==> src/sv/met_queue.sv <==
// Short register queue that decouples the coordinate mapper from the iteration core.
// Depends on nothing outside this file.
module met_queue #(
    parameter int WIDTH = 64,
    parameter int DEPTH = 2
) (
    input  logic             clk,
    input  logic             rst_n,
    input  logic             push_valid,
    output logic             push_ready,
    input  logic [WIDTH-1:0] push_data,
    output logic             pop_valid,
    input  logic             pop_ready,
    output logic [WIDTH-1:0] pop_data
);

    localparam int AW = $clog2(DEPTH);
    localparam int CW = $clog2(DEPTH + 1);

    logic [WIDTH-1:0] slot_reg [DEPTH];
    logic [AW-1:0]    wr_ptr_reg;
    logic [AW-1:0]    rd_ptr_reg;
    logic [CW-1:0]    count_reg;
    logic             do_push;
    logic             do_pop;

    assign push_ready = (count_reg != CW'(DEPTH));
    assign pop_valid  = (count_reg != '0);
    assign do_push    = push_valid && push_ready;
    assign do_pop     = pop_valid && pop_ready;
    assign pop_data   = slot_reg[rd_ptr_reg];

    always_ff @(posedge clk or negedge rst_n)
    begin
        if (!rst_n)
        begin
            wr_ptr_reg <= '0;
            rd_ptr_reg <= '0;
            count_reg  <= '0;
        end
        else
        begin
            if (do_push)
            begin
                wr_ptr_reg <= (wr_ptr_reg == AW'(DEPTH - 1)) ? '0 : wr_ptr_reg + AW'(1);
            end
            if (do_pop)
            begin
                rd_ptr_reg <= (rd_ptr_reg == AW'(DEPTH - 1)) ? '0 : rd_ptr_reg + AW'(1);
            end
            if (do_push && !do_pop)
            begin
                count_reg <= count_reg + CW'(1);
            end
            else if (do_pop && !do_push)
            begin
                count_reg <= count_reg - CW'(1);
            end
        end
    end

    always_ff @(posedge clk)
    begin
        if (do_push)
        begin
            slot_reg[wr_ptr_reg] <= push_data;
        end
    end

endmodule

==> config.mk <==
export PLATFORM = sky130hd
export DESIGN_NAME = met_queue
export DESIGN_NICKNAME = d
export VERILOG_FILES = /design/src/sv/met_queue.sv
export SDC_FILE = /design/constraint.sdc
export NUM_CORES = 1
export LEC_CHECK = 0
export ABC_CLOCK_PERIOD_IN_PS = 4300
export BUFFER_PORTS_ARGS = -buffer_cell sky130_fd_sc_hd__buf_4
export CAP_MARGIN = 20
export CORE_UTILIZATION = 54
export CTS_BUF_LIST = sky130_fd_sc_hd__clkbuf_4 sky130_fd_sc_hd__clkbuf_8
export DETAILED_ROUTE_END_ITERATION = 7
export PLACE_DENSITY_LB_ADDON = 0.1
export SLEW_MARGIN = 15
export SYNTH_ARGS = -nofsm -noshare
export SYNTH_HDL_FRONTEND = slang
export SYNTH_SLANG_ARGS = --single-unit
==> constraint.sdc <==
create_clock -name clk -period 4.3 [get_ports clk]
set_input_delay 0.645 -clock clk [delete_from_list [all_inputs] [get_ports clk]]
set_output_delay 0.645 -clock clk [all_outputs]
set_load 0.03 [all_outputs]
==> results_dict.tcl <==
set metrics [dict create \
    start_util 0.5672 \
    largest_reg_flops 128 \
    grt_usage 0.1808 \
    finalPower_mw 4.882 \
    drt_pass1_iterations 8 \
    htreeDepth 4 \
    ios 134 \
    avgSynthCellArea_um2 23.13 \
    post_cts_resized 0 \
    synth_top_family_by_area "multiplexers" \
    cts_tree "yes" \
    tightest_slew_ps 983.0 \
    crit_path_max_incr_delay_ps 820 \
    synth_cell_type_count 15 \
    hpwl_mm 5.534 \
    grt_pass1_vias 2505 \
    nets 436 \
    wl_mm 8.407 \
    syn_area_um2 5019 \
    power.internal_mw 3.197 \
    wl_per_cell_um 17.23 \
    placementRows 34 \
    final_hold_viol_count 0 \
    cts_root_buf "clkbuf_8" \
    fill_cells 555 \
    drv_cap 0 \
    start_kind "register" \
    clock_latency_ps 410 \
    worstSetupPathType "reg -> out" \
    fin_util 0.7414 \
    critPathCaptureType "primary output" \
    syn_nets 286 \
    hold-worst-slack_ps 408.1 \
    core_um2 8848 \
    setup_tns_ps 0 \
    worstPathArrival_ps 2080 \
    diodes 0 \
    die-height_um 98.41 \
    setup_viol 0 \
    combPwrFrac 0.389 \
    drtIter0Drc 89 \
    hp-class "in -> reg" \
    crit_fanout 36 \
    cellPowerDensity_nw_per_um2 744.2 \
    cts_buffers 17 \
    switching_share 0.3452 \
    syn_inst 217 \
    grt_pass1_wl_mm 12.59 \
    slowest_stage "dfrtp_4" \
    post_cts_buffers 0 \
    grt_max_degree 66 \
    drive_gt1_frac 0.6184 \
    grt.overflow.total 0 \
    irDropWorstVdd_mv 0.4260 \
    synth.area.mux_share 0.1810 \
    synth_compound_area_frac 0 \
    min_period_over_period 0.6329 \
    gp_congestion 0.7207 \
    drcViolationCount 7 \
    yosys.area_share.adder 0.002493 \
    place_area_um2 6115 \
    fin_crit_ps 2722 \
    antenna_found_initial 0 \
    syn2layout_area_growth_pct 30.72 \
    p_leak_nw 2.614 \
    routed_via_density 5.010 \
    synth_warnings 0 \
    critPathBufInv 2 \
    violations "design-rule violations" \
    fp.dieArea_um2 9684 \
    pwr-share-seq 0.395 \
    clock.fmax_ghz 0.3674 \
    clock_sinks 132 \
    cts_buffer_depth 2 \
    yosys.area_share.simple 0.006731 \
    p_clk_frac 0.217 \
    slew-limit-headroom 0.3431 \
    ant_nets 0 \
    num_vias 2445 \
    worstPathCellList "buf_12 > mux2_4 > buf_4" \
    slew_viol_final 0 \
    status "finished, violations left" \
    worst_ep_required_time_ps 3650 \
    final_cell_mix "buf_4, edfxtp_1, mux2_4" \
    net-switching-power_mw 1.685 \
    final_common_cell "buf_4" \
    io_buffers 133 \
    finalInstanceArea_um2 6560 \
    clkTransAtPathRegs_ps 80 \
    ys_seq_area_frac 0.7858 \
    regToRegSetupSlack_ps 2010 \
    rsz0062_at_grt "false" \
    cp_top_family "flip-flops" \
    synth-seq-cells 132 \
    finalClockSkew_ps 10.27 \
    synth-xor-area-share 0.008726 \
    fp.dieW_um 98.41 \
]
synth_stat cells, drive strengths merged:
cell,number,area [um2]
nand2b,1,6.260
or2,1,6.260
mux2,64,908.4
ha,1,12.51
nor2,2,7.510
xnor2,3,26.28
xor2,2,17.52
dfrtp,4,100.1
inv,1,3.750
edfxtp,128,3844
and3,1,6.260
nand2,2,7.510
buf,7,72.56
worst paths after layout:
| path | cells past startpoint | startpoint | to |
|---|---|---|---|
| min | 1 | push_data[18] | slot_reg[1][18] |
| max reg2reg | 4 | count_reg[0] | slot_reg[0][57] |
| min in group asynchronous | 2 | rst_n | rd_ptr_reg |
| min reg2reg | 1 | count_reg[1] | count_reg[1] |
| max in group asynchronous | 2 | rst_n | rd_ptr_reg |
| max | 3 | rd_ptr_reg | pop_data[25] |
logic make-up after synthesis:
logic type | Yosys count
DFF | 132
muxes | 64
buffers and inverters | 8
and+or+nand+nor | 7
xor gates and xnor gates | 5
adders and majority gates | 1
metal layers:
metal / global-route usage / routed length [um] / vias to the layer above
li1: - / - / 1154
met5: 0 / 0 / -
met1: 0.2125 / 3421 / 1185
met3: 0.06872 / 526 / 14
met2: 0.2947 / 4283 / 92
met4: 0.08726 / 176 / 0
power by group through the flow:
stage / clock network (mW) / registers (mW) / logic [mW]
floorplan: 0 / 1.86 / 1.43
global placement: 0 / 2.02 / 1.82
detailed placement: 0 / 2.03 / 1.84
CTS: 1.08 / 2.00 / 1.84
global route: 1.13 / 1.96 / 1.98
finish: 1.06 / 1.93 / 1.90
area by class of cell:
| class | count | area [um2] | area share |
|---|---|---|---|
| Multi-Input combinational cell | 77 | 1007 | 0.1535 |
| Clock inverter | 15 | 181.4 | 0.02766 |
| Clock buffer | 17 | 234.0 | 0.03567 |
| Timing Repair Buffer | 138 | 1051 | 0.1602 |
| Inverter | 1 | 3.754 | 0.0005722 |
| Tap cell | 108 | 135.1 | 0.02060 |
| Sequential cell | 132 | 3948 | 0.6018 |
repair_timing:
| item | 4_1_cts | 5_1_grt |
|---|---|---|
| hold buffers | 1 | 0 |
| hold endpoints to repair | 4 | 0 |
| setup endpoints to repair | 0 | 0 |
per-stage QoR:
stage / worst slack, ps / instances
floorplan: 247.0 / 217
global placement: 1868 / 454
detailed placement: 1855 / 454
CTS: 1380 / 487
global route: 1465 / 488
finish: 1578 / 488
No activity file was read; power rests on OpenSTA's default activity.
