===== src/sv/met_pkg.sv =====
// Shared types and constants of the Mandelbrot escape-time block.
// Depends on nothing; used by the interfaces, divider, mapper, core, top level and checker.
package met_pkg;

    localparam int REG_W   = 13;
    localparam int PIX_W   = 12;
    localparam int SHADE_W = 8;

    localparam int DEFAULT_MAX_ITER  = 255;
    localparam int DEFAULT_FRAC_BITS = 28;

    // Entries of the queue between the coordinate mapper and the iteration core.
    localparam int QUEUE_DEPTH = 2;

    localparam int CFG_IDX_W = 1;
    localparam logic [CFG_IDX_W-1:0] REG_IMAGE_WIDTH  = 1'b0;
    localparam logic [CFG_IDX_W-1:0] REG_IMAGE_HEIGHT = 1'b1;

    localparam logic [REG_W-1:0] IMAGE_WIDTH_RST  = REG_W'(1920);
    localparam logic [REG_W-1:0] IMAGE_HEIGHT_RST = REG_W'(1080);

    localparam logic [SHADE_W-1:0] SHADE_MAX = SHADE_W'(255);

    // Status of the serial divider as seen by the mapper.
    typedef struct packed {
        logic done;
        logic rem_nz;
    } div_stat_t;

endpackage


===== src/sv/met_ifs.sv =====
// Handshake channels of the Mandelbrot escape-time block: pixel items in, shade items out.
// Depends on met_pkg for the payload widths.
interface met_pix_if;
    logic                       valid;
    logic                       ready;
    logic [met_pkg::PIX_W-1:0]  pixel_x;
    logic [met_pkg::PIX_W-1:0]  pixel_y;

    modport source (output valid, output pixel_x, output pixel_y, input ready);
    modport sink   (input valid, input pixel_x, input pixel_y, output ready);
endinterface



===== src/sv/met_div.sv =====
// Restoring serial divider, one quotient bit per cycle, used by the coordinate mapper.
// Depends on met_pkg for the operand width and the status struct.
module met_div #(
    parameter int SHIFT = met_pkg::DEFAULT_FRAC_BITS + 2
) (
    input  logic                          clk,
    input  logic                          rst_n,
    input  logic                          start,
    input  logic [met_pkg::REG_W-1:0]     num,
    input  logic [met_pkg::REG_W-1:0]     den,
    output logic [met_pkg::REG_W+SHIFT-1:0] quot,
    output met_pkg::div_stat_t            stat
);

    localparam int DW   = met_pkg::REG_W;
    localparam int QW   = DW + SHIFT;
    localparam int CNTW = $clog2(QW + 1);

    logic [QW-1:0]   dvd_reg;
    logic [DW-1:0]   rem_reg;
    logic [DW-1:0]   den_reg;
    logic [CNTW-1:0] cnt_reg;
    logic            done_reg;

    logic [DW:0]     trial;
    logic [DW:0]     diff;
    logic            fits;

    // The quotient bits shift into the dividend register as its bits move out.
    assign trial = {rem_reg, dvd_reg[QW-1]};
    assign diff  = trial - {1'b0, den_reg};
    assign fits  = (trial >= {1'b0, den_reg});

    always_ff @(posedge clk or negedge rst_n)
    begin
        if (!rst_n)
        begin
            cnt_reg  <= '0;
            done_reg <= 1'b0;
        end
        else if (start)
        begin
            cnt_reg  <= CNTW'(QW);
            done_reg <= 1'b0;
        end
        else if (cnt_reg != '0)
        begin
            cnt_reg  <= cnt_reg - CNTW'(1);
            done_reg <= (cnt_reg == CNTW'(1));
        end
        else
        begin
            done_reg <= 1'b0;
        end
    end

    always_ff @(posedge clk)
    begin
        if (start)
        begin
            dvd_reg <= {num, {SHIFT{1'b0}}};
            rem_reg <= '0;
            den_reg <= den;
        end
        else if (cnt_reg != '0)
        begin
            dvd_reg <= {dvd_reg[QW-2:0], fits};
            rem_reg <= fits ? diff[DW-1:0] : trial[DW-1:0];
        end
    end

    assign quot        = dvd_reg;
    assign stat.done   = done_reg;
    assign stat.rem_nz = (rem_reg != '0);

endmodule


===== src/sv/met_front.sv =====
// Front part: accepts pixel items and maps each to a fixed-point point c with the serial divider.
// Depends on met_pkg, met_ifs and met_div.
module met_front #(
    parameter int FRAC_BITS = met_pkg::DEFAULT_FRAC_BITS
) (
    input  logic                            clk,
    input  logic                            rst_n,
    met_pix_if.sink                         pixel,
    input  logic [met_pkg::REG_W-1:0]       image_width,
    input  logic [met_pkg::REG_W-1:0]       image_height,
    output logic                            push_valid,
    input  logic                            push_ready,
    output logic [2*(FRAC_BITS+4)-1:0]      push_data
);

    localparam int RW    = met_pkg::REG_W;
    localparam int CW    = FRAC_BITS + 4;
    localparam int SHIFT = FRAC_BITS + 2;
    localparam int QW    = RW + SHIFT;
    localparam int VW    = QW + 2;

    localparam logic signed [VW-1:0] TWO_C  = VW'(1) << (FRAC_BITS + 1);
    localparam logic signed [VW-1:0] LIM_HI = (VW'(1) << (FRAC_BITS + 3)) - VW'(1);
    localparam logic signed [VW-1:0] LIM_LO = -(VW'(1) << (FRAC_BITS + 3));

    localparam logic [1:0] F_IDLE  = 2'd0;
    localparam logic [1:0] F_DIV_R = 2'd1;
    localparam logic [1:0] F_DIV_I = 2'd2;
    localparam logic [1:0] F_PUSH  = 2'd3;

    logic [1:0]                state_reg;
    logic [1:0]                state_next;

    logic                      neg_reg;
    logic [met_pkg::PIX_W-1:0] y_reg;
    logic [RW-1:0]             h_reg;
    logic signed [CW-1:0]      cr_reg;
    logic signed [CW-1:0]      ci_reg;

    logic [RW-1:0]             h_eff;
    logic signed [RW:0]        diff_wh;
    logic signed [RW:0]        offset;
    logic signed [RW+1:0]      n_signed;
    logic [RW-1:0]             n_mag;
    logic                      accept;

    logic                      div_start;
    logic [RW-1:0]             div_num;
    logic [RW-1:0]             div_den;
    logic [QW-1:0]             div_quot;
    met_pkg::div_stat_t        div_stat;

    logic                      neg_sel;
    logic [VW-1:0]             q_ext;
    logic signed [VW-1:0]      c_wide;
    logic signed [CW-1:0]      c_value;

    // A zero height reads as one; the offset is the floor of half the width surplus.
    assign h_eff    = (image_height == '0) ? RW'(1) : image_height;
    assign diff_wh  = $signed({1'b0, image_width}) - $signed({1'b0, h_eff});
    assign offset   = diff_wh >>> 1;
    assign n_signed = $signed({3'b000, pixel.pixel_x}) - (RW+2)'(offset);
    assign n_mag    = n_signed[RW+1] ? RW'(-n_signed) : RW'(n_signed);

    assign pixel.ready = (state_reg == F_IDLE);
    assign accept      = pixel.valid && pixel.ready;

    assign div_start = accept || ((state_reg == F_DIV_R) && div_stat.done);
    assign div_num   = (state_reg == F_IDLE) ? n_mag : RW'(y_reg);
    assign div_den   = (state_reg == F_IDLE) ? h_eff : h_reg;

    met_div #(
        .SHIFT (SHIFT)
    ) u_div (
        .clk   (clk),
        .rst_n (rst_n),
        .start (div_start),
        .num   (div_num),
        .den   (div_den),
        .quot  (div_quot),
        .stat  (div_stat)
    );

    // For a negative numerator the floor quotient is -(q + 1) when a remainder is left,
    // which is the complement of q; without a remainder it is the complement plus one.
    assign neg_sel = (state_reg == F_DIV_R) && neg_reg;
    assign q_ext   = {2'b00, div_quot};
    assign c_wide  = (neg_sel ? ~q_ext : q_ext) + VW'(neg_sel && !div_stat.rem_nz) - TWO_C;

    always_comb
    begin
        if (c_wide < LIM_LO)
        begin
            c_value = CW'(LIM_LO);
        end
        else if (c_wide > LIM_HI)
        begin
            c_value = CW'(LIM_HI);
        end
        else
        begin
            c_value = CW'(c_wide);
        end
    end

    always_comb
    begin
        state_next = state_reg;
        case (state_reg)
            F_IDLE:
            begin
                if (accept)
                begin
                    state_next = F_DIV_R;
                end
            end
            F_DIV_R:
            begin
                if (div_stat.done)
                begin
                    state_next = F_DIV_I;
                end
            end
            F_DIV_I:
            begin
                if (div_stat.done)
                begin
                    state_next = F_PUSH;
                end
            end
            F_PUSH:
            begin
                if (push_ready)
                begin
                    state_next = F_IDLE;
                end
            end
            default:
            begin
                state_next = F_IDLE;
            end
        endcase
    end

    always_ff @(posedge clk or negedge rst_n)
    begin
        if (!rst_n)
        begin
            state_reg <= F_IDLE;
        end
        else
        begin
            state_reg <= state_next;
        end
    end

    always_ff @(posedge clk)
    begin
        if (accept)
        begin
            neg_reg <= n_signed[RW+1];
            y_reg   <= pixel.pixel_y;
            h_reg   <= h_eff;
        end
        if ((state_reg == F_DIV_R) && div_stat.done)
        begin
            cr_reg <= c_value;
        end
        if ((state_reg == F_DIV_I) && div_stat.done)
        begin
            ci_reg <= c_value;
        end
    end

    assign push_valid = (state_reg == F_PUSH);
    assign push_data  = {cr_reg, ci_reg};

endmodule


===== src/flat_wrapper.sv =====
// flat-port wrapper written by rule: the top's interface ports become plain ports
module met_front_flat 
#(
    parameter int FRAC_BITS = met_pkg::DEFAULT_FRAC_BITS
)
  (clk, rst_n, image_width, image_height, push_valid, push_ready, push_data, pixel_valid, pixel_pixel_x, pixel_pixel_y, pixel_ready);
  met_pix_if pixel_i ();
  input  logic clk;
  input  logic rst_n;
  input  logic [met_pkg::REG_W-1:0] image_width;
  input  logic [met_pkg::REG_W-1:0] image_height;
  output logic push_valid;
  input  logic push_ready;
  output logic [2*(FRAC_BITS+4)-1:0] push_data;
  input wire logic [$bits(pixel_i.valid)-1:0] pixel_valid;
  input wire logic [$bits(pixel_i.pixel_x)-1:0] pixel_pixel_x;
  input wire logic [$bits(pixel_i.pixel_y)-1:0] pixel_pixel_y;
  output wire logic [$bits(pixel_i.ready)-1:0] pixel_ready;
  assign pixel_i.valid = pixel_valid;
  assign pixel_i.pixel_x = pixel_pixel_x;
  assign pixel_i.pixel_y = pixel_pixel_y;
  assign pixel_ready = pixel_i.ready;
  met_front #(.FRAC_BITS(FRAC_BITS)) u_core (.clk(clk), .rst_n(rst_n), .pixel(pixel_i), .image_width(image_width), .image_height(image_height), .push_valid(push_valid), .push_ready(push_ready), .push_data(push_data));
endmodule

===== config.mk =====
export PLATFORM = sky130hd
export DESIGN_NAME = met_front_flat
export DESIGN_NICKNAME = d
export VERILOG_FILES = /design/src/sv/met_pkg.sv /design/src/sv/met_ifs.sv /design/src/sv/met_div.sv /design/src/sv/met_front.sv /design/src/flat_wrapper.sv
export SDC_FILE = /design/constraint.sdc
export NUM_CORES = 1
export LEC_CHECK = 0
export ABC_CLOCK_PERIOD_IN_PS = 5900
export BUFFER_PORTS_ARGS = -buffer_cell sky130_fd_sc_hd__buf_2
export CAP_MARGIN = 20
export CORE_UTILIZATION = 53
export CTS_BUF_LIST = sky130_fd_sc_hd__clkbuf_8
export CTS_CLUSTER_SIZE = 24
export DETAILED_ROUTE_END_ITERATION = 10
export GPL_ROUTABILITY_DRIVEN = 0
export GPL_TIMING_DRIVEN = 0
export MAX_ROUTING_LAYER = met4
export PLACE_DENSITY_LB_ADDON = 0.12
export SYNTH_ARGS = -nofsm -noshare
export SYNTH_HDL_FRONTEND = slang
export SYNTH_SLANG_ARGS = --single-unit
export TNS_END_PERCENT = 30

===== constraint.sdc =====
create_clock -name clk -period 5.9 [get_ports clk]
set_input_delay 1.18 -clock clk [delete_from_list [all_inputs] [get_ports clk]]
set_output_delay 1.18 -clock clk [all_outputs]
set_load 0.01 [all_outputs]

==> run metrics, run 1 <==
Power Total=roughly 5.7 mW; Slew Limit Fails=0; Mapped Nets=approximately 1,200; largest delay contributor family on the critical path=simple AND/OR/NAND/NOR gates; Non-Filler Instances=between 1,500 and 2,000; Top FF cell, synth=edfxtp_1; register area share after synthesis=between 40% and 50%; dpl cells=~1,500; multiplexer share of the synthesized area=~2.6%; post-layout util=between 60% and 70%; Vias=approximately 8,600; setup ws final=approximately 0.35 ns; pre-CTS setup slack=-0.990 ns; cts hold-fix bufs=0; worst skew pair latency=0.48 ns; Critical Path Start Type=flop; via/cell ratio=5.62; Final Hold Violating Endpoints=0; Initial DRC Count=about 600; slew margin rel.=a little under 40%; CP cell instances=inv_1 -> ha_2 -> and2_4 -> inv_2 -> buf_2 -> clkbuf_2 -> buf_2 -> nor3_1 -> and4_1 -> ha_1 -> ha_2 -> nor4b_4 -> mux2_4 -> nand4_1 -> or4_1 -> o21ai_0 -> a41o_1 -> o41a_1 -> buf_6 -> a21oi_2; largest net degree at the start of global routing=35; row count=51; Total Wirelength=24.3 mm; Synth Area in Compound Gates=19.7%; Post-Synth XOR/XNOR Area=a little over 7%; Worst EP required=a little over 6 ns; I/O pins=120; total grt overflow=0; Total Neg Setup Slack=0 ns; vias in the first global route=7,934; Post-Synth Simple-Gate Area=around 16%; fin crit period=roughly 5.6 ns; clock slew at reported path FFs=~0.1 ns; post-route antenna net violation count=0; Avg Cell Area, Syn=approximately 9.4 um^2; Max Clock Freq=180 MHz; layout cells sized above 1=18.4%; Sink Count=around 170; Worst-Margin Slew=about 0.92 ns; max_cap viols=0; status=completed; EDFF count, synth=around 120; WS Path Type=flop to flop; pwr dens=477 nW/um^2; first-pass GRT wire length=39.5 mm; leakage=approximately 4.5 nW; Max H-tree Level=4; Worst setup EP type=flop; crit path max-delay cell type=or4_1; synthesis warning total=0; WP buf/inv=6; CORE AREA=between 15,000 and 20,000 um^2; Critical Path AT=5.76 ns; count of final setup violators=0; synthesized instance count=approximately 1,100; Yosys reg bits=approximately 170; die area=around 20,000 um^2; synth unique cells=slightly below 80; Detailed Routing Iterations Pass 1=5; post-DR wirelength/cell=approximately 16 um; GRT Total Usage=25.5%; Mapped Area=10,500 um^2; Hold WC Path Type=flop to flop; Worst path max stage delay=about 0.60 ns; Initial Utilization=between 50% and 60%; Async S/R FF share, synth=between 5 and 6%; crit-path max FO=15; die height=143 um; period utilization=between 90% and 100%; initial antenna violation count=0; I/O Buffers=119; Die W=roughly 140 um; Residual DRC=0; area grow syn2layout=13.6%; Layout Nets=1,363; max reg flops=43; Root Driver=clkbuf_8; Worst IR Drop VDD=205 uV; CTS tree=yes; clock tree buffer depth=2; FILL cells=around 1,700; RSZ-0062 raised after global routing=no; Worst Skew=approximately 0.026 ns; Inserted Clock Buffers=17; largest family of logic cells by synthesized area=compound AO/OA/AOI/OAI gates; Adder-Cell Fraction of Synth Area=6.17%; post-DP HPWL=18.5 mm
-- final timing paths --
| kind | from | end | slack [ns] | depth (start not counted) |
|---|---|---|---|---|
| setup / recovery | u_core.state_reg[1] | u_core.cr_reg[26] | 0.35 | 20 |
| hold / removal | u_core.u_div.rem_reg[12] | u_core.u_div.rem_reg[12] | 0.48 | 2 |
| setup reg to reg | u_core.state_reg[1] | u_core.cr_reg[26] | 0.35 | 20 |
| hold reg to reg | u_core.u_div.rem_reg[12] | u_core.u_div.rem_reg[12] | 0.48 | 2 |
| max in group asynchronous | rst_n | u_core.u_div.cnt_reg[2] | 5.16 | 1 |
| min in group asynchronous | rst_n | u_core.u_div.cnt_reg[3] | 0.53 | 1 |
-- tightest hold or removal path, delay by kind of cell, from the launching register on --
family | cells | cell delay (ns)
flops | 1 | 0.33
simple gates | 1 | 0.06
compound gates | 1 | 0.05
-- placed cells by master, fill, tap and decap left out, types with 24 or more instances in the layout --
master,count
dfxtp_1,43
buf_2,121
nor2_1,70
clkbuf_1,57
o21ai_0,73
a21oi_1,80
ha_1,45
xnor2_1,62
nand2_1,123
inv_1,63
nand3_1,24
a21oi_2,30
edfxtp_1,116
-- cell usage after synthesis (all sizes together), types with 11 or more instances --
master	count	area share, %
clkbuf	59	2.1
nor2	70	2.5
inv	64	2.3
o21ai	74	3.5
xnor2	63	5.3
xor2	23	1.9
nand3	24	1.1
dfxtp	43	8.2
nand4	11	0.66
nand2	123	4.4
a21oi	110	6.3
buf	13	0.71
ha	47	5.6
nor3	23	1.1
a22oi	13	0.93
mux2	16	1.7
and2	11	0.68
edfxtp	116	33
-- logic make-up (layout without fill, tap and decap cells) --
kind of cell / after synthesis / in the layout
and+or+nand+nor: 339 / 339
AOI/OAI and AO/OA: 311 / 311
DFF: 168 / 168
buffers and inverters: 137 / 293
xor gates and xnor gates: 86 / 86
adders and majority gates: 50 / 50
muxes: 25 / 25
other: 0 / 1
-- report_power, final --
group | switching [mW] | leakage (nW) | total [mW] | internal, mW
registers | 0.197 | 1.54 | 1.89 | 1.69
logic | 1.78 | 2.71 | 2.99 | 1.21
clock network | 0.500 | 0.201 | 0.823 | 0.322
total | 2.48 | 4.46 | 5.70 | 3.22
-- metrics by stage --
| step | instance area, um^2 | hold WS [ns] |
|---|---|---|
| after floorplan | 10500 | 0.447 |
| after global placement | 11400 | 0.464 |
| after detailed placement | 11400 | 0.468 |
| final | 11900 | 0.476 |
| after CTS | 11900 | 0.480 |
| after global routing | 11900 | 0.501 |
-- repair_timing --
action                     4_1_cts  5_1_grt
cloned                           0        0
resized for setup                5        6
setup endpoints to repair       64       66
pin swaps                        0        2
setup buffers                    0        4
-- layout make-up --
cell class                      count  area [um^2]  area share (%)
Tap cell                          265          332            2.78
Clock inverter                     15          175            1.47
Sequential cell                   168         4570            38.3
Antenna cell                        1         2.50          0.0210
Multi-Input combinational cell    811         5420            45.4
Timing Repair Buffer              125          652            5.46
Inverter                           65          244            2.04
Clock buffer                       17          234            1.96
Buffer                             71          304            2.55
-- routing by layer --
metal  track usage (%)  up-vias  routed length [um]
met2              42.7      273               11800
met3              4.29       40                1200
met1              31.6     3993               10800
li1                  -     4334                   -
met4              7.47        0                 405
met5                 -        -                   0
Note: power is estimated with default switching activity, not from simulation.
==> run 2: changes to the inputs <==
Settings changed: ABC_CLOCK_PERIOD_IN_PS 5900 to 5550, BUFFER_PORTS_ARGS -buffer_cell sky130_fd_sc_hd__buf_2 to not set, DONT_BUFFER_PORTS set to 1.
Clock period 5.9 ns to 5.55 ns, I/O delays scaled along.
==> run 2 against run 1 <==
Via count down 4.7%. Cell area down 4.6%. Global-route usage down 1.2 points. Routed wire length down 2.3%. Clock power up 6.4%. First-iteration DRC count up 1.8%. Utilization down 2.8 points. Power up 5.9%. Largest power group unchanged. Hold slack worse by 0.17 ns. Register-to-register slack worse by 0.03 ns. Sequential power up 6%. Die area unchanged.
==> run metrics, run 2 (same netlist as run 1, synthesis figures left out) <==
status=completed; first-pass GRT wire length=~38 mm; WS Path Type=flop to flop; Root Driver=clkbuf_8; area grow syn2layout=8.42%; r2r setup slk=0.32 ns; clock tree buffer depth=2; clock slew at reported path FFs=roughly 0.11 ns; Ant. Diodes=0; Vias=about 8,200; fin crit period=around 5.2 ns; max reg flops=43; row count=51; post-layout util=between 50% and 60%; die height=between 100 and 150 um; post-route antenna net violation count=0; Slew Limit Fails=0; Critical Path Start Type=flop; layout cells sized above 1=10.3%; initial antenna violation count=0; RSZ-0062 raised after global routing=no; Worst IR Drop VDD=about 240 uV; post-DP HPWL=between 15 and 20 mm; CTS tree=yes; R2R Path End=u_core.ci_reg[24]; Worst setup EP type=flop; via/cell ratio=approximately 5.8; Total Wirelength=23.7 mm; pwr dens=about 530 nW/um^2; R2R depth=21; RR Startpoint=u_core.state_reg[1]; GRT Total Usage=roughly a quarter; period utilization=a little over nine tenths; Detailed Routing Iterations Pass 1=5; count of final setup violators=0; setup ws final=roughly 0.32 ns; Non-Filler Instances=1,416; Worst Skew=~0.024 ns; Initial DRC Count=roughly 600; Sink Count=168; I/O pins=120; Initial Utilization=between 50% and 60%; Worst-Margin Slew=roughly 0.84 ns; Inserted Clock Buffers=17; dpl cells=~1,400; slew margin rel.=43.9%; critical path endpoint=u_core.ci_reg[24]; die area=around 20,000 um^2; post-DR wirelength/cell=16.8 um; Hold WC Path Type=primary input to asynchronous set/reset pin; Layout Nets=1,242; Max Clock Freq=around 190 MHz; Residual DRC=0; Max H-tree Level=4; CORE AREA=around 19,000 um^2; pre-CTS setup slack=-1.39 ns; Total Neg Setup Slack=0 ns; largest net degree at the start of global routing=35; Worst EP required=between 5 and 6 ns; Crit. Startpoint=u_core.state_reg[1]; leakage=approximately 4.0 nW; vias in the first global route=~7,500; Final Hold Violating Endpoints=0; Die W=between 100 and 150 um; max_cap viols=0; Critical Path AT=between 5 and 6 ns; I/O Buffers=0; commonest non-fill, non-tap cell in the layout=nand2_1; crit-path max FO=15; worst skew pair latency=0.48 ns; commonest cells after routing, fill and taps aside=nand2_1 (123), edfxtp_1 (116), a21oi_1 (80); total grt overflow=0
-- run 2: changes by cell type in the layout (fill, tap and decap cells not counted), moves of 2 or more --
cell | before | now
nor4_1 | 10 | 8
inv_8 | 3 | 5
buf_2 | 121 | 0
inv_6 | 4 | 2
nor4_2 | 0 | 2
-- run 2: routing by layer --
metal / wire, um / vias to the layer above / global-route usage (%)
met5: 0 / - / -
met4: 529 / 0 / 7.92
met3: 1270 / 38 / 5.00
met2: 11100 / 270 / 40.3
met1: 10800 / 3839 / 29.4
li1: - / 4086 / -
-- run 2: area by class of cell --
cell class,instances,area (um^2)
clock buffers,17,234
multi-input cells,811,5460
clock inverters,15,180
flip-flops and latches,168,4570
plain buffers,71,315
inverters,65,244
well taps,265,332
repair buffers,4,57.6
fillers,1747,8070
-- run 2: through the flow --
| step | power [mW] | instance area [um^2] | hold slack, ns |
|---|---|---|---|
| 6_report | 6.04 | 11400 | 0.307 |
| 3_3_place_gp | 5.04 | 10800 | 0.461 |
| 3_5_place_dp | 5.12 | 10900 | 0.467 |
| 2_1_floorplan | 4.42 | 10500 | 0.447 |
| 5_1_grt | 6.48 | 11400 | 0.288 |
| 4_1_cts | 6.03 | 11300 | 0.298 |
-- run 2: where the power goes --
group	switching, mW	leakage (nW)	internal (mW)	total, mW
registers	0.213	1.54	1.80	2.01
clock network	0.530	0.204	0.346	0.876
logic	1.86	2.24	1.29	3.15
-- run 2: worst min path at each step --
stage / slack (ns) / from / endpoint / cells after the start
2_1_floorplan: 0.45 / u_core.u_div.rem_reg[12] / u_core.u_div.rem_reg[12] / 2
3_3_place_gp: 0.46 / u_core.u_div.rem_reg[12] / u_core.u_div.rem_reg[12] / 2
3_5_place_dp: 0.47 / u_core.u_div.rem_reg[12] / u_core.u_div.rem_reg[12] / 2
4_1_cts: 0.30 / rst_n / u_core.u_div.cnt_reg[5] / 0
5_1_grt: 0.29 / rst_n / u_core.u_div.cnt_reg[5] / 0
6_report: 0.31 / rst_n / u_core.u_div.cnt_reg[5] / 0
-- run 2: repair_timing --
action,4_1_cts,5_1_grt
setup endpoints to repair,64,75
setup buffers,1,1
pin swaps,2,2
gates resized for setup,16,9
hold buffers,0,0
-- run 2: worst max-delay path, cell delays in order (launching register included) --
cell and delay (ns):
dfrtp_1 0.41, inv_1 0.13, ha_4 0.20, and2_4 0.17
inv_2 0.14, buf_4 0.23, clkbuf_4 0.21, buf_4 0.22
nor3_1 0.13, and4_1 0.24, ha_2 0.24, ha_2 0.24
nor4b_4 0.24, mux2_4 0.25, nand4_1 0.23, o31a_1 0.38
o31a_1 0.28, xnor2_2 0.14, nor3_1 0.24, a41o_2 0.31
buf_4 0.22, a21oi_2 0.09
==> run 3: changes to the inputs <==
Settings changed: CORE_UTILIZATION 53 to 40.
==> run 3 against run 2 <==
Via count down 1.4%. Sequential share of layout area down 0.68 points. Highest routed layer unchanged. Global-route usage down 4.1 points. Critical endpoint is now u_core.ci_reg[16]. Cell area up 1.7%. Power up 2.0%. Register-to-register slack worse by 0.09 ns. Routed wire length up 8.6%. Die area up 32%. Non-clock buffer count up 10.
==> run metrics, run 3 (same netlist as run 1, synthesis figures left out) <==
status=completed; area of the multi-input gates=between 5000 and 6000 um^2; CTS tree=yes; count of final setup violators=0; cts hold-fix bufs=0; largest net degree at the start of global routing=33; vias in the first global route=7,714; crit path max-delay cell type=or4_1; die height=around 160 um; Initial DRC Count=474; I/O Buffers=0; Slew Limit Fails=0; Root Driver=clkbuf_8; FILL cells=2,444; GRT Total Usage=20.1%; dpl cells=between 1,000 and 1,500; RSZ-0062 raised after global routing=no; Critical Path Start Type=flop; WP buf/inv=8; pwr dens=531 nW/um^2; Critical Path AT=between 5 and 6 ns; Worst IR Drop VDD=between 200 and 250 uV; Worst path max stage delay=between 0.5 and 0.6 ns; crit-path max FO=10; Worst EP required=~5.8 ns; clock tree buffer depth=2; cell mode on critical path=buf_4; Inserted Clock Buffers=17; commonest non-fill, non-tap cell in the layout=nand2_1; WS Path Type=flop to flop; Sink Count=approximately 170; post-DR wirelength/cell=around 17 um; period utilization=95.9%; row count=58; Worst setup EP type=flop; Vias=a little over 8,000; Initial Utilization=between 40 and 50%; layout cells sized above 1=between 10% and 20%; Max Clock Freq=188 MHz; die area=around 27,000 um^2; Final Hold Violating Endpoints=0; CP cell instances=inv_2 -> ha_4 -> and2_4 -> inv_2 -> clkbuf_4 -> buf_4 -> clkbuf_4 -> buf_4 -> nor3_1 -> and4_1 -> ha_2 -> ha_4 -> nor4b_4 -> mux2_4 -> nand4_1 -> buf_4 -> or4_1 -> o21ai_0 -> a41o_1 -> a41o_1 -> buf_4 -> a21oi_2; Worst-Margin Slew=a little over 0.9 ns; Worst Skew=about 0.023 ns; setup ws final=0.227 ns; via/cell ratio=5.43; pre-CTS setup slack=-1.46 ns; commonest cells after routing, fill and taps aside=nand2_1 (123), edfxtp_1 (116), a21oi_1 (80); Total Wirelength=roughly 26 mm; post-DP HPWL=a little under 20 mm; CORE AREA=25,500 um^2; Hold WC Path Type=primary input to asynchronous set/reset pin; post-route antenna net violation count=0; largest delay contributor family on the critical path=buffers and inverters; Sequential cell area=4570 um^2; Die W=164 um; worst skew pair latency=~0.48 ns; Detailed Routing Iterations Pass 1=7; Max H-tree Level=4; Residual DRC=0; initial antenna violation count=3; max reg flops=between 40 and 50; max_cap viols=0; fin crit period=roughly 5.3 ns; first-pass GRT wire length=40.7 mm; leakage=4.05 nW; clock slew at reported path FFs=between 0.1 and 0.15 ns; slew margin rel.=37.7%; total grt overflow=0; Non-Filler Instances=~1,500; I/O pins=120; Layout Nets=1,252; area grow syn2layout=10.3%
[run 3: cell count changes in the layout (fill, tap and decap cells not counted), sizes merged]
cell	before	now
buf	17	26
clkinvlp	1	0
inv	71	72
clkbuf	75	76
diode	0	3
[run 3: final cells by class]
cell class                 count  share of cell area (%)
multi-input combinational    811                    47.1
sequential                   168                    39.4
tap                          330                    3.56
buffer                        72                    2.82
inverter                      65                    2.11
clock buffer                  17                    2.02
clock inverter                15                    1.65
timing repair buffer          13                    1.19
antenna                        3                  0.0648
[run 3: final timing paths]
path                                     startpoint                       end  slack (ns)  cells after the start
max in group asynchronous                     rst_n   u_core.u_div.cnt_reg[1]        5.16                      0
hold reg to reg            u_core.u_div.rem_reg[12]  u_core.u_div.rem_reg[12]        0.49                      2
hold / removal                                rst_n       u_core.state_reg[0]        0.31                      0
setup reg to reg                u_core.state_reg[1]         u_core.ci_reg[16]        0.23                     22
setup / recovery                u_core.state_reg[1]         u_core.ci_reg[16]        0.23                     22
min in group clk           u_core.u_div.rem_reg[12]  u_core.u_div.rem_reg[12]        0.49                      2
[run 3: metrics by stage]
stage	hold slack [ns]	util [%]	TNS, ns	total power, mW	instance area, um^2
CTS	0.286	45.1	0	6.13	11500
global route	0.277	45.5	0	6.65	11600
finish	0.309	45.5	0	6.16	11600
detailed placement	0.472	43.1	-91.63	5.17	11000
floorplan	0.447	-	0	4.42	10500
global placement	0.464	42.9	-97.65	5.13	10900
[run 3: worst register-to-register path, delay by kind of cell, from the launching register on]
kind,cells,cell delay (ns)
multiplexers,1,0.25
buffers and inverters,8,1.51
AO/OA/AOI/OAI,4,0.85
flip-flops,1,0.42
AND/OR/NAND/NOR,6,1.45
adder cells (fa/ha/maj),3,0.59
[run 3: report_power, final]
| part | internal, mW | switching [mW] | total (mW) |
|---|---|---|---|
| registers | 1.80 | 0.215 | 2.01 |
| logic | 1.31 | 1.91 | 3.22 |
| clock network | 0.353 | 0.567 | 0.921 |
| total | 3.47 | 2.69 | 6.16 |
[run 3: timing repair]
action | in CTS | in global routing
endpoints found under the setup margin | 64 | 74
gates resized for setup | 16 | 11
setup buffers | 3 | 7
pin swaps | 1 | 2
[run 3: layer usage]
| layer | vias to the layer above | wire length [um] | track usage [%] |
|---|---|---|---|
| met2 | 194 | 12000 | 33.2 |
| li1 | 4109 | - | - |
| met5 | - | 0 | - |
| met3 | 30 | 1220 | 3.96 |
| met1 | 3781 | 12100 | 25.0 |
| met4 | 0 | 384 | 5.81 |
